<file path="src/sv/sbh_pkg.sv">
// ----------------------------------------------------------------------------
// sbh_pkg
// Shared types and constants of the SHA-1 byte stream hasher.
// ----------------------------------------------------------------------------
package sbh_pkg;

    // command queue between front and core
    localparam int QDEPTH  = 4;
    localparam int QPTR_W  = $clog2(QDEPTH);
    localparam int QCNT_W  = $clog2(QDEPTH + 1);

    localparam int NUM_WORDS = 5;

    localparam logic [31:0] H_INIT [NUM_WORDS] = '{
        32'h67452301, 32'hEFCDAB89, 32'h98BADCFE, 32'h10325476, 32'hC3D2E1F0
    };

    localparam logic [31:0] K_0 = 32'h5A827999;
    localparam logic [31:0] K_1 = 32'h6ED9EBA1;
    localparam logic [31:0] K_2 = 32'h8F1BBCDC;
    localparam logic [31:0] K_3 = 32'hCA62C1D6;

    localparam logic [7:0] PAD_BYTE = 8'h80;

    localparam logic [5:0] FILL_LAST   = 6'd63;
    localparam logic [5:0] FILL_LENPOS = 6'd56;
    localparam logic [6:0] ROUND_LAST  = 7'd79;
    localparam logic [2:0] WORD_LAST   = 3'd4;

    typedef struct packed {
        logic [7:0] data_byte;
        logic       byte_present;
        logic       message_end;
    } t_cmd;

endpackage

</file>
<file path="src/sv/sbh_front.sv">
// ----------------------------------------------------------------------------
// sbh_front
// Input side: takes items, drops empty ones, queues the rest for the core.
// ----------------------------------------------------------------------------
module sbh_front (
    input  logic              i_clk,
    input  logic              i_rst_n,
    input  logic              push,
    output logic              full,
    input  logic [7:0]        i_data_byte,
    input  logic              i_byte_present,
    input  logic              i_message_end,
    output logic              o_cmd_valid,
    output sbh_pkg::t_cmd     o_cmd,
    input  logic              i_cmd_pop
);

    sbh_pkg::t_cmd                 r_mem [sbh_pkg::QDEPTH];
    logic [sbh_pkg::QPTR_W-1:0]    r_wptr, n_wptr;
    logic [sbh_pkg::QPTR_W-1:0]    r_rptr, n_rptr;
    logic [sbh_pkg::QCNT_W-1:0]    r_count, n_count;
    logic                          w_xfer;
    logic                          w_enq;
    logic                          w_deq;
    sbh_pkg::t_cmd                 w_cmd;

    assign full        = (r_count == sbh_pkg::QCNT_W'(sbh_pkg::QDEPTH));
    assign o_cmd_valid = (r_count != '0);
    assign o_cmd       = r_mem[r_rptr];

    assign w_xfer = push && !full;
    // an item with neither byte nor end mark has no effect, so it is not queued
    assign w_enq  = w_xfer && (i_byte_present || i_message_end);
    assign w_deq  = i_cmd_pop && o_cmd_valid;

    always_comb begin
        w_cmd.data_byte    = i_data_byte;
        w_cmd.byte_present = i_byte_present;
        w_cmd.message_end  = i_message_end;
        n_wptr  = w_enq ? r_wptr + 1'b1 : r_wptr;
        n_rptr  = w_deq ? r_rptr + 1'b1 : r_rptr;
        n_count = r_count;
        if (w_enq && !w_deq) begin
            n_count = r_count + 1'b1;
        end else if (!w_enq && w_deq) begin
            n_count = r_count - 1'b1;
        end
    end

    always_ff @(posedge i_clk) begin
        if (!i_rst_n) begin
            r_wptr  <= '0;
            r_rptr  <= '0;
            r_count <= '0;
        end else begin
            r_wptr  <= n_wptr;
            r_rptr  <= n_rptr;
            r_count <= n_count;
        end
    end

    always_ff @(posedge i_clk) begin
        if (w_enq) begin
            r_mem[r_wptr] <= w_cmd;
        end
    end

endmodule

</file>
<file path="src/sv/sbh_core.sv">
// ----------------------------------------------------------------------------
// sbh_core
// Back side: block gathering, padding, 80-round compression, digest output.
// ----------------------------------------------------------------------------
module sbh_core (
    input  logic              i_clk,
    input  logic              i_rst_n,
    input  logic              i_cmd_valid,
    input  sbh_pkg::t_cmd     i_cmd,
    output logic              o_cmd_pop,
    output logic              empty,
    input  logic              pop,
    output logic [31:0]       o_digest_word,
    output logic [2:0]        o_word_index,
    output logic              o_last_word
);

    typedef enum logic [2:0] {
        S_IDLE,
        S_PAD80,
        S_ZERO,
        S_LEN,
        S_ROUND,
        S_ADD,
        S_DIGEST
    } t_state;

    t_state         r_state, n_state;
    t_state         r_ret, n_ret;
    t_state         w_after;
    logic [5:0]     r_fill, n_fill;
    logic [63:0]    r_len, n_len;
    logic [6:0]     r_round, n_round;
    logic [2:0]     r_widx, n_widx;
    logic [511:0]   r_window, n_window;
    logic [31:0]    r_chain [sbh_pkg::NUM_WORDS];
    logic [31:0]    n_chain [sbh_pkg::NUM_WORDS];
    logic [31:0]    r_wk [sbh_pkg::NUM_WORDS];
    logic [31:0]    n_wk [sbh_pkg::NUM_WORDS];
    logic           r_ovld, n_ovld;
    logic [31:0]    r_oword, n_oword;
    logic [2:0]     r_oidx, n_oidx;
    logic           r_olast, n_olast;

    logic           w_push;
    logic [7:0]     w_pbyte;
    logic [31:0]    w_sched;
    logic [31:0]    w_f;
    logic [31:0]    w_k;
    logic [31:0]    w_t;

    assign empty         = !r_ovld;
    assign o_digest_word = r_oword;
    assign o_word_index  = r_oidx;
    assign o_last_word   = r_olast;

    // round function; window word 0 is W[t], words 2, 8 and 13 feed W[t+16]
    always_comb begin
        w_sched = r_window[95:64] ^ r_window[255:224] ^ r_window[447:416]
                ^ r_window[511:480];
        if (r_round < 7'd20) begin
            w_f = (r_wk[1] & r_wk[2]) | (~r_wk[1] & r_wk[3]);
            w_k = sbh_pkg::K_0;
        end else if (r_round < 7'd40) begin
            w_f = r_wk[1] ^ r_wk[2] ^ r_wk[3];
            w_k = sbh_pkg::K_1;
        end else if (r_round < 7'd60) begin
            w_f = (r_wk[1] & r_wk[2]) | (r_wk[1] & r_wk[3]) | (r_wk[2] & r_wk[3]);
            w_k = sbh_pkg::K_2;
        end else begin
            w_f = r_wk[1] ^ r_wk[2] ^ r_wk[3];
            w_k = sbh_pkg::K_3;
        end
        w_t = {r_wk[0][26:0], r_wk[0][31:27]} + w_f + r_wk[4] + w_k
            + r_window[511:480];
    end

    always_comb begin
        n_state  = r_state;
        n_ret    = r_ret;
        n_fill   = r_fill;
        n_len    = r_len;
        n_round  = r_round;
        n_widx   = r_widx;
        n_window = r_window;
        n_chain  = r_chain;
        n_wk     = r_wk;
        n_oword  = r_oword;
        n_oidx   = r_oidx;
        n_olast  = r_olast;
        n_ovld   = (pop && r_ovld) ? 1'b0 : r_ovld;
        o_cmd_pop = 1'b0;
        w_push   = 1'b0;
        w_pbyte  = '0;
        w_after  = r_state;

        case (r_state)
            S_IDLE: begin
                if (i_cmd_valid) begin
                    o_cmd_pop = 1'b1;
                    if (i_cmd.byte_present) begin
                        w_push  = 1'b1;
                        w_pbyte = i_cmd.data_byte;
                        n_len   = r_len + 64'd8;
                    end
                    w_after = i_cmd.message_end ? S_PAD80 : S_IDLE;
                    n_state = w_after;
                end
            end
            S_PAD80: begin
                w_push  = 1'b1;
                w_pbyte = sbh_pkg::PAD_BYTE;
                w_after = S_ZERO;
            end
            S_ZERO: begin
                if (r_fill == sbh_pkg::FILL_LENPOS) begin
                    n_state = S_LEN;
                end else begin
                    w_push  = 1'b1;
                    w_after = S_ZERO;
                end
            end
            S_LEN: begin
                // length goes out MSB first; shifting leaves it zero for the next message
                w_push  = 1'b1;
                w_pbyte = r_len[63:56];
                n_len   = {r_len[55:0], 8'h00};
                w_after = (r_fill == sbh_pkg::FILL_LAST) ? S_DIGEST : S_LEN;
            end
            S_ROUND: begin
                n_wk[0]  = w_t;
                n_wk[1]  = r_wk[0];
                n_wk[2]  = {r_wk[1][1:0], r_wk[1][31:2]};
                n_wk[3]  = r_wk[2];
                n_wk[4]  = r_wk[3];
                n_window = {r_window[479:0], w_sched[30:0], w_sched[31]};
                if (r_round == sbh_pkg::ROUND_LAST) begin
                    n_round = '0;
                    n_state = S_ADD;
                end else begin
                    n_round = r_round + 1'b1;
                end
            end
            S_ADD: begin
                for (int i = 0; i < sbh_pkg::NUM_WORDS; i++) begin
                    n_chain[i] = r_chain[i] + r_wk[i];
                end
                n_state = r_ret;
            end
            S_DIGEST: begin
                if (!r_ovld || pop) begin
                    n_ovld  = 1'b1;
                    n_oword = r_chain[r_widx];
                    n_oidx  = r_widx;
                    n_olast = (r_widx == sbh_pkg::WORD_LAST);
                    if (r_widx == sbh_pkg::WORD_LAST) begin
                        n_widx  = '0;
                        n_chain = sbh_pkg::H_INIT;
                        n_state = S_IDLE;
                    end else begin
                        n_widx = r_widx + 1'b1;
                    end
                end
            end
            default: begin
                n_state = S_IDLE;
            end
        endcase

        if (w_push) begin
            n_window = {r_window[503:0], w_pbyte};
            n_fill   = r_fill + 1'b1;
            if (r_fill == sbh_pkg::FILL_LAST) begin
                // block complete: compress, then continue where the byte flow left off
                n_state = S_ROUND;
                n_ret   = w_after;
                n_wk    = r_chain;
            end else begin
                n_state = w_after;
            end
        end
    end

    always_ff @(posedge i_clk) begin
        if (!i_rst_n) begin
            r_state <= S_IDLE;
            r_ret   <= S_IDLE;
            r_fill  <= '0;
            r_len   <= '0;
            r_round <= '0;
            r_widx  <= '0;
            r_chain <= sbh_pkg::H_INIT;
            r_ovld  <= 1'b0;
        end else begin
            r_state <= n_state;
            r_ret   <= n_ret;
            r_fill  <= n_fill;
            r_len   <= n_len;
            r_round <= n_round;
            r_widx  <= n_widx;
            r_chain <= n_chain;
            r_ovld  <= n_ovld;
        end
        r_window <= n_window;
        r_wk     <= n_wk;
        r_oword  <= n_oword;
        r_oidx   <= n_oidx;
        r_olast  <= n_olast;
    end

endmodule

</file>
<file path="src/sv/sha1_byte_stream_hasher_top.sv">
// ----------------------------------------------------------------------------
// sha1_byte_stream_hasher_top
// SHA-1 hasher over a stream of byte items, digest out as five words.
// ----------------------------------------------------------------------------
// Input channel: push/full. Each transfer carries at most one message byte
// (i_byte_present) and an optional end mark (i_message_end); an item with
// neither is a no-op. Items go into a 4-entry command queue, so the source
// keeps pushing while the core pads, compresses or waits on the output.
// Output channel: empty/pop. After an end mark, five words leave in order,
// h0 first, o_word_index 0..4, o_last_word on word 4; the hasher then starts
// over from the initial chaining values.
// In the core, message bytes go in one per cycle while items wait in the
// queue; each full 64-byte block is compressed in 80 rounds through one round
// unit, then the chaining add. At the end mark, the padding and length
// bytes go in (9 to 72 bytes) with one or two block compressions, then one
// digest word leaves per cycle while the receiver pops.
// Throughput is set by the byte-wide block fill and the single round unit;
// the core takes no new byte while it compresses a block.
// Reset (synchronous, active low) empties the queue and output register and
// loads the initial chaining values. A stalled receiver holds the current
// word; the core stops on digest output and the queue fills until full rises.
// ----------------------------------------------------------------------------
module sha1_byte_stream_hasher_top (
    input  logic        i_clk,
    input  logic        i_rst_n,
    input  logic        push,
    output logic        full,
    input  logic [7:0]  i_data_byte,
    input  logic        i_byte_present,
    input  logic        i_message_end,
    output logic        empty,
    input  logic        pop,
    output logic [31:0] o_digest_word,
    output logic [2:0]  o_word_index,
    output logic        o_last_word
);

    logic           w_cmd_valid;
    logic           w_cmd_pop;
    sbh_pkg::t_cmd  w_cmd;

    sbh_front u_front (
        .i_clk          (i_clk),
        .i_rst_n        (i_rst_n),
        .push           (push),
        .full           (full),
        .i_data_byte    (i_data_byte),
        .i_byte_present (i_byte_present),
        .i_message_end  (i_message_end),
        .o_cmd_valid    (w_cmd_valid),
        .o_cmd          (w_cmd),
        .i_cmd_pop      (w_cmd_pop)
    );

    sbh_core u_core (
        .i_clk          (i_clk),
        .i_rst_n        (i_rst_n),
        .i_cmd_valid    (w_cmd_valid),
        .i_cmd          (w_cmd),
        .o_cmd_pop      (w_cmd_pop),
        .empty          (empty),
        .pop            (pop),
        .o_digest_word  (o_digest_word),
        .o_word_index   (o_word_index),
        .o_last_word    (o_last_word)
    );

endmodule

</file>
<file path="config.mk">
export PLATFORM = sky130hd
export DESIGN_NAME = sha1_byte_stream_hasher_top
export DESIGN_NICKNAME = d
export VERILOG_FILES = /design/src/sv/sbh_pkg.sv /design/src/sv/sbh_front.sv /design/src/sv/sbh_core.sv /design/src/sv/sha1_byte_stream_hasher_top.sv
export SDC_FILE = /design/constraint.sdc
export NUM_CORES = 2
export LEC_CHECK = 0
export ABC_AREA = 0
export BUFFER_PORTS_ARGS = -buffer_cell sky130_fd_sc_hd__buf_2
export CORE_ASPECT_RATIO = 1.75
export CORE_UTILIZATION = 45
export CTS_CLUSTER_DIAMETER = 200
export CTS_CLUSTER_SIZE = 16
export DETAILED_ROUTE_END_ITERATION = 12
export GPL_ROUTABILITY_DRIVEN = 0
export GPL_TIMING_DRIVEN = 1
export MAX_ROUTING_LAYER = met4
export PLACE_DENSITY = 0.68
export SYNTH_ARGS = -nofsm -noshare
export SYNTH_HDL_FRONTEND = slang
export SYNTH_SLANG_ARGS = --single-unit
</file>
<file path="constraint.sdc">
create_clock -name i_clk -period 20.3 [get_ports i_clk]
set_input_delay 1.015 -clock i_clk [delete_from_list [all_inputs] [get_ports i_clk]]
set_output_delay 1.015 -clock i_clk [all_outputs]
set_load 0.01 [all_outputs]
</file>
## Yosys cells after proc, flatten, opt, wreduce, memory -nomap -nowiden

Memory sizes are Yosys's and may differ from the RTL's. A register that Yosys moved wholly into a read port is not among the register bits.
Index checks and enable logic that the tools add are counted.

| storage, ports and cells | value |
|---|---|
| register bits after elaboration | 962 |
| bits in writable memories | 40 |
| bits of input ports | 14 |
| output and inout bits | 38 |
| word-level logic and storage cells | 156 |
| memories | 1 |

Memory list:

| name | depth | bits a word | read ports | clocked after memory_dff | write ports | line | text |
|---|---|---|---|---|---|---|---|
| u_front.r_mem | 4 | 10 | 1 | 1 | 1 | sbh_front.sv:18 | `sbh_pkg::t_cmd r_mem [sbh_pkg::QDEPTH];` |

| cells by class | value |
|---|---|
| add/sub/neg operators | 17 |
| $lt $le $gt $ge | 4 |
| equal/unequal tests | 20 |
| mux-type cells | 52 |
| bitwise operators | 14 |
| reductions and logical operators | 24 |

Operators by type and width:

| operator | number |
|---|---|
| 512-bit 2-to-1 mux | 2 |
| 160-bit 2-to-1 mux | 5 |
| 160-bit case mux with 2 select lines | 1 |
| 32-bit adder | 9 |
| 32-bit 2-to-1 mux | 7 |
| 32-bit XOR | 5 |
| 32-bit AND | 4 |
| 64-bit 2-to-1 mux | 2 |
| 64-bit case mux with 2 select lines | 1 |
| 32-bit binary-select mux with 3-bit select | 1 |
| 32-bit OR | 3 |
| 64-bit by 4-bit adder with 64-bit output, second input constant | 1 |
| 3-bit 2-to-1 mux | 12 |
| 32-bit inverter | 1 |
| 31-bit 2-to-1 mux | 1 |
| 8-bit case mux with 3 select lines | 1 |
| 3-bit case mux with 6 select lines | 1 |
| 8-bit 2-to-1 mux | 2 |
| 3-bit == test, second input constant | 5 |
| 7-bit by 6-bit less-than comparator with 1-bit output, second input constant | 2 |
| 6-bit == test, second input constant | 2 |
| 3-bit by 1-bit != test with 1-bit output, second input constant | 4 |
| 3-bit case mux with 4 select lines | 1 |
| 1-bit 2-to-1 mux | 11 |
| 26 further kinds | 47 |

## Longest topological paths before layout

| logic depth | value |
|---|---|
| depth after elaboration | 13 |
| gate-level depth with buffers | 27 |
| depth with buffers taken out | 25 |

## By module

A second synthesis with hierarchy kept.

| second synthesis, totals | value |
|---|---|
| cell total of the unflattened synthesis | 6109 |
| area total of the unflattened synthesis | 54781.3 um^2 |

By module, submodules not included:

| module | instances | cells each | area an instance (um^2) | seq. area each (um^2) |
|---|---|---|---|---|
| sbh_core | 1 | 6010 | 52863.2 | 24543.5 |
| sbh_front | 1 | 99 | 1918.1 | 1381.3 |

## Worst setup path before layout

OpenSTA, ideal clock, no wires.

| timing | value |
|---|---|
| path kind | flip-flop to flip-flop |
| from | reg (tool-made name) |
| to | reg u_core.r_window[0], enable pin |
| library setup time | 3650 ps |
| data arrival time | 10379 ps |
| data required time | 16650 ps |
| setup slack | 6271 ps |
| cell stages (with the launch flop) | 12 |
| buffers on the path | 5 |
| clock period less this slack | 14029 ps |
| path through | dfxtp_1 > buf_2 > mux2i_1 > nand2_1 > o21ai_0 > nand2b_1 > buf_4 > o21a_1 > clkbuf_1 > clkbuf_1 > clkbuf_1 > nand2_1 |

RTL lines:

| element | line | text |
|---|---|---|
| end signal, assigned | sbh_core.sv:204 | `r_window <= n_window;` |
| end, declared | sbh_core.sv:35 | `logic [511:0] r_window, n_window;` |

==> metrics.md <==
| Metric | Value |
|---|---|
| Status | `complete, no violations` |
| DR vias/cell | `5.69` |
| Port buffer count | `~50` |
| GR Overflow Total | `0` |
| 1st-iter DRT viols | `3391` |
| Layout cells sized above 1 | `0.0453` |
| Worst VDD drop | `between 0.2 and 0.3 mV` |
| Library cells used by synthesis | `90` |
| RSZ-0062 raised after global routing | `false` |
| Vias | `between 40000 and 50000` |
| Worst Setup Start Kind | `flip-flop` |
| Worst stage delay on the critical path | `approximately 0.65 ns` |
| # rows | `170` |
| CP Buf/Inv Count | `5` |
| Max-Cap Viols | `0` |
| Initial Util | `0.454` |
| Area of the multi-input gates | `0.0278 mm²` |
| Post-Syn Nets | `approximately 6600` |
| Final worst-path cycle share | `0.366` |
| Root buf cell | `clkbuf_16` |
| Clock-pin slew on the worst setup and hold paths | `roughly 0.09 ns` |
| DR WL met3 | `roughly 7.5 mm` |
| Yosys warns | `0` |
| Post-Syn Instances | `a little over 6000` |
| Std-Cell Core Area | `0.123 mm²` |
| Hold_buf cts | `0` |
| Global-route wire length before repair | `approximately 240 mm` |
| Fin Clk Skew | `0.0428 ns` |
| Slew Limit Fails | `0` |
| Final Net Count | `6456` |
| Commonest non-fill, non-tap cell in the layout | `nand2_1` |
| Hold WC Path Type | `reg2reg` |
| Fill cell count | `around 12000` |
| Initial antenna violation count | `3` |
| Met1 wire length | `57.1 mm` |
| Highest Clock Rate | `~130 MHz` |
| Cell Area, Synth | `about 0.056 mm²` |
| Cell area after layout | `0.0593 mm²` |
| CTS tree | `done` |
| Postcts setup bufs | `0` |
| Area share of the largest cell type after synthesis | `0.317` |
| Most Frequent Cell on Critical Path | `o21ai_0` |
| Final setup viols | `0` |
| Type of the worst setup path | `reg2reg` |
| Largest net degree at the start of global routing | `about 270` |
| FF+latch count, synth | `~1000` |
| Worst Path Arrival | `8.04 ns` |
| Slew HR | `0.120` |
| CP max-delay cell | `inv_2` |
| Placed cell areas | `~0.057 mm²` |
| CTS buffer count | `72` |
| P_leak | `24.5 nW` |
| Vias in the first global route | `between 40000 and 50000` |
| Critical-path maximum fanout | `35` |
| Worst-Margin Slew | `approximately 1.3 ns` |
| Fin Setup TNS | `0 ns` |
| Area delta synth->final | `6.55%` |
| Area leader, netlist | `edfxtp_1` |
| Post-DP HPWL | `109 mm` |
| Crit path time final | `7.43 ns` |
| Die X | `268 µm` |
| Die area | `between 0.1 and 0.15 mm²` |
| Final design utilization | `0.483` |
| Async SR Flop Fraction | `0` |
| Io pins | `52` |
| Fin. Hold Viols | `0` |
| Setup crit end kind | `flip-flop` |
| Sequential cell area | `0.0259 mm²` |
| Top FF cell, synth | `edfxtp_1` |
| Mean Syn Cell Area | `8.95 µm²` |
| Wire per inst | `20.3 µm` |
| Most frequent cells in the layout | `nand2_1 (2002), edfxtp_1 (588), nor2_1 (441)` |
| Top cells by area, synth | `edfxtp_1 (32%), dfxtp_1 (15%), nand2_1 (14%)` |
| Hold_ws | `0.488 ns` |
| # H-tree levels | `3` |
| CTS Buffer Depth | `3` |
| CP top delay family | `compound AO/OA/AOI/OAI gates` |
| Gr usage total | `0.258` |
| Worst-Skew Late Latency | `0.69 ns` |
| Post-Route WL | `158 mm` |
| Sequential area share after synthesis | `0.466` |
| Residual DRC count | `0` |
| Number of flops mapped to enable cells by yosys | `588` |
| Die H | `467 µm` |
| Cts repair resizes | `0` |
| Highest routing layer actually used | `met4` |
| Tot Pwr | `9.33 mW` |
| Critical path required time | `20.91 ns` |
| PD cells | `around 160 mW/mm²` |
| Antenna Nets Post-Route | `0` |
| Drt pass-1 iters | `6` |
| Met2 WL post-DR | `80.3 mm` |
| Clock sink count | `1001` |
## worst min-delay path: stages (launching register included)
cell	delay, ns
dfxtp_1	0.33
nand2_1	0.06
a21oi_1	0.05
## synthesized netlist by cell type (41+ instances only)
master / count
nand3_1: 50
a21o_1: 73
a31oi_1: 174
clkbuf_1: 270
fa_1: 125
inv_1: 237
mux4_2: 41
ha_1: 231
nor2b_1: 63
a22oi_1: 56
a21oi_1: 271
xor2_1: 80
nor3_1: 59
edfxtp_1: 588
o21a_1: 48
dfxtp_1: 413
o22ai_1: 54
nor2_1: 448
xnor2_1: 189
o21ai_0: 290
nand2_1: 2006
## worst paths after layout
kind,from,endpoint,slack [ns],cells after the start
max,u_core.r_round[4]$_SDFFE_PN0P_,u_core.r_wk[157]$_DFF_P_,12.87,25
min,u_core.r_round[1]$_SDFFE_PN0P_,u_core.r_round[1]$_SDFFE_PN0P_,0.49,2
max reg2reg,u_core.r_round[4]$_SDFFE_PN0P_,u_core.r_wk[157]$_DFF_P_,12.87,25
min reg2reg,u_core.r_round[1]$_SDFFE_PN0P_,u_core.r_round[1]$_SDFFE_PN0P_,0.49,2
## per-stage QoR
step                      setup slack, ns  cells
after global routing                12.36   7769
after detailed placement            12.98   7646
after floorplan                      6.27   6222
after global placement              13.07   7646
after CTS                           12.95   7766
final                               12.87   7769
## sequential cells by signal, summed over array words and instances (netlist names), 2 cells and up, named ones only
| signal | flops |
|---|---|
| u_front.r_rptr | 2 |
| u_core.r_round | 7 |
| u_core.r_window | 512 |
| u_core.r_fill | 6 |
| u_core.r_chain | 160 |
| u_core.r_ret | 3 |
| u_core.r_len | 61 |
| u_front.r_count | 3 |
| u_core.o_digest_word | 32 |
| u_front.r_mem | 40 |
| u_core.r_widx | 3 |
| u_core.r_wk | 160 |
| u_core.o_word_index | 3 |
| u_front.r_wptr | 2 |
| u_core.r_state | 3 |
## layer usage
metal / up-vias / GRT usage
li1: 21000 / -
met2: 1322 / 0.446
met5: - / -
met1: 21400 / 0.268
met3: 495 / 0.0334
met4: 0 / 0.184
## layout make-up
type / instances / share of cell area
multi-input combinational: 4675 / 0.468
sequential: 1001 / 0.437
tap: 1634 / 0.0345
clock buffer: 115 / 0.0331
inverter: 239 / 0.0152
timing repair buffer: 97 / 0.0114
clock inverter: 5 / 0.000865
antenna: 3 / 0.000127
## logic make-up after synthesis
group                      count (synthesis)  synth area share
buffers and inverters                    546            0.0375
adders and majority gates                356            0.0968
muxes                                     63            0.0206
xor gates and xnor gates                 269            0.0423
AOI/OAI and AO/OA                       1162             0.129
and+or+nand+nor                         2825             0.208
DFF                                     1001             0.466
## power by group
group          leakage [nW]  internal, mW  total [mW]  switching [mW]
clock network         0.963         0.667        1.40           0.735
registers              8.93          3.42        3.93           0.513
logic                  14.6          1.36        4.00            2.64
total                  24.5          5.44        9.33            3.89
Note: power is estimated with default switching activity, not from simulation.
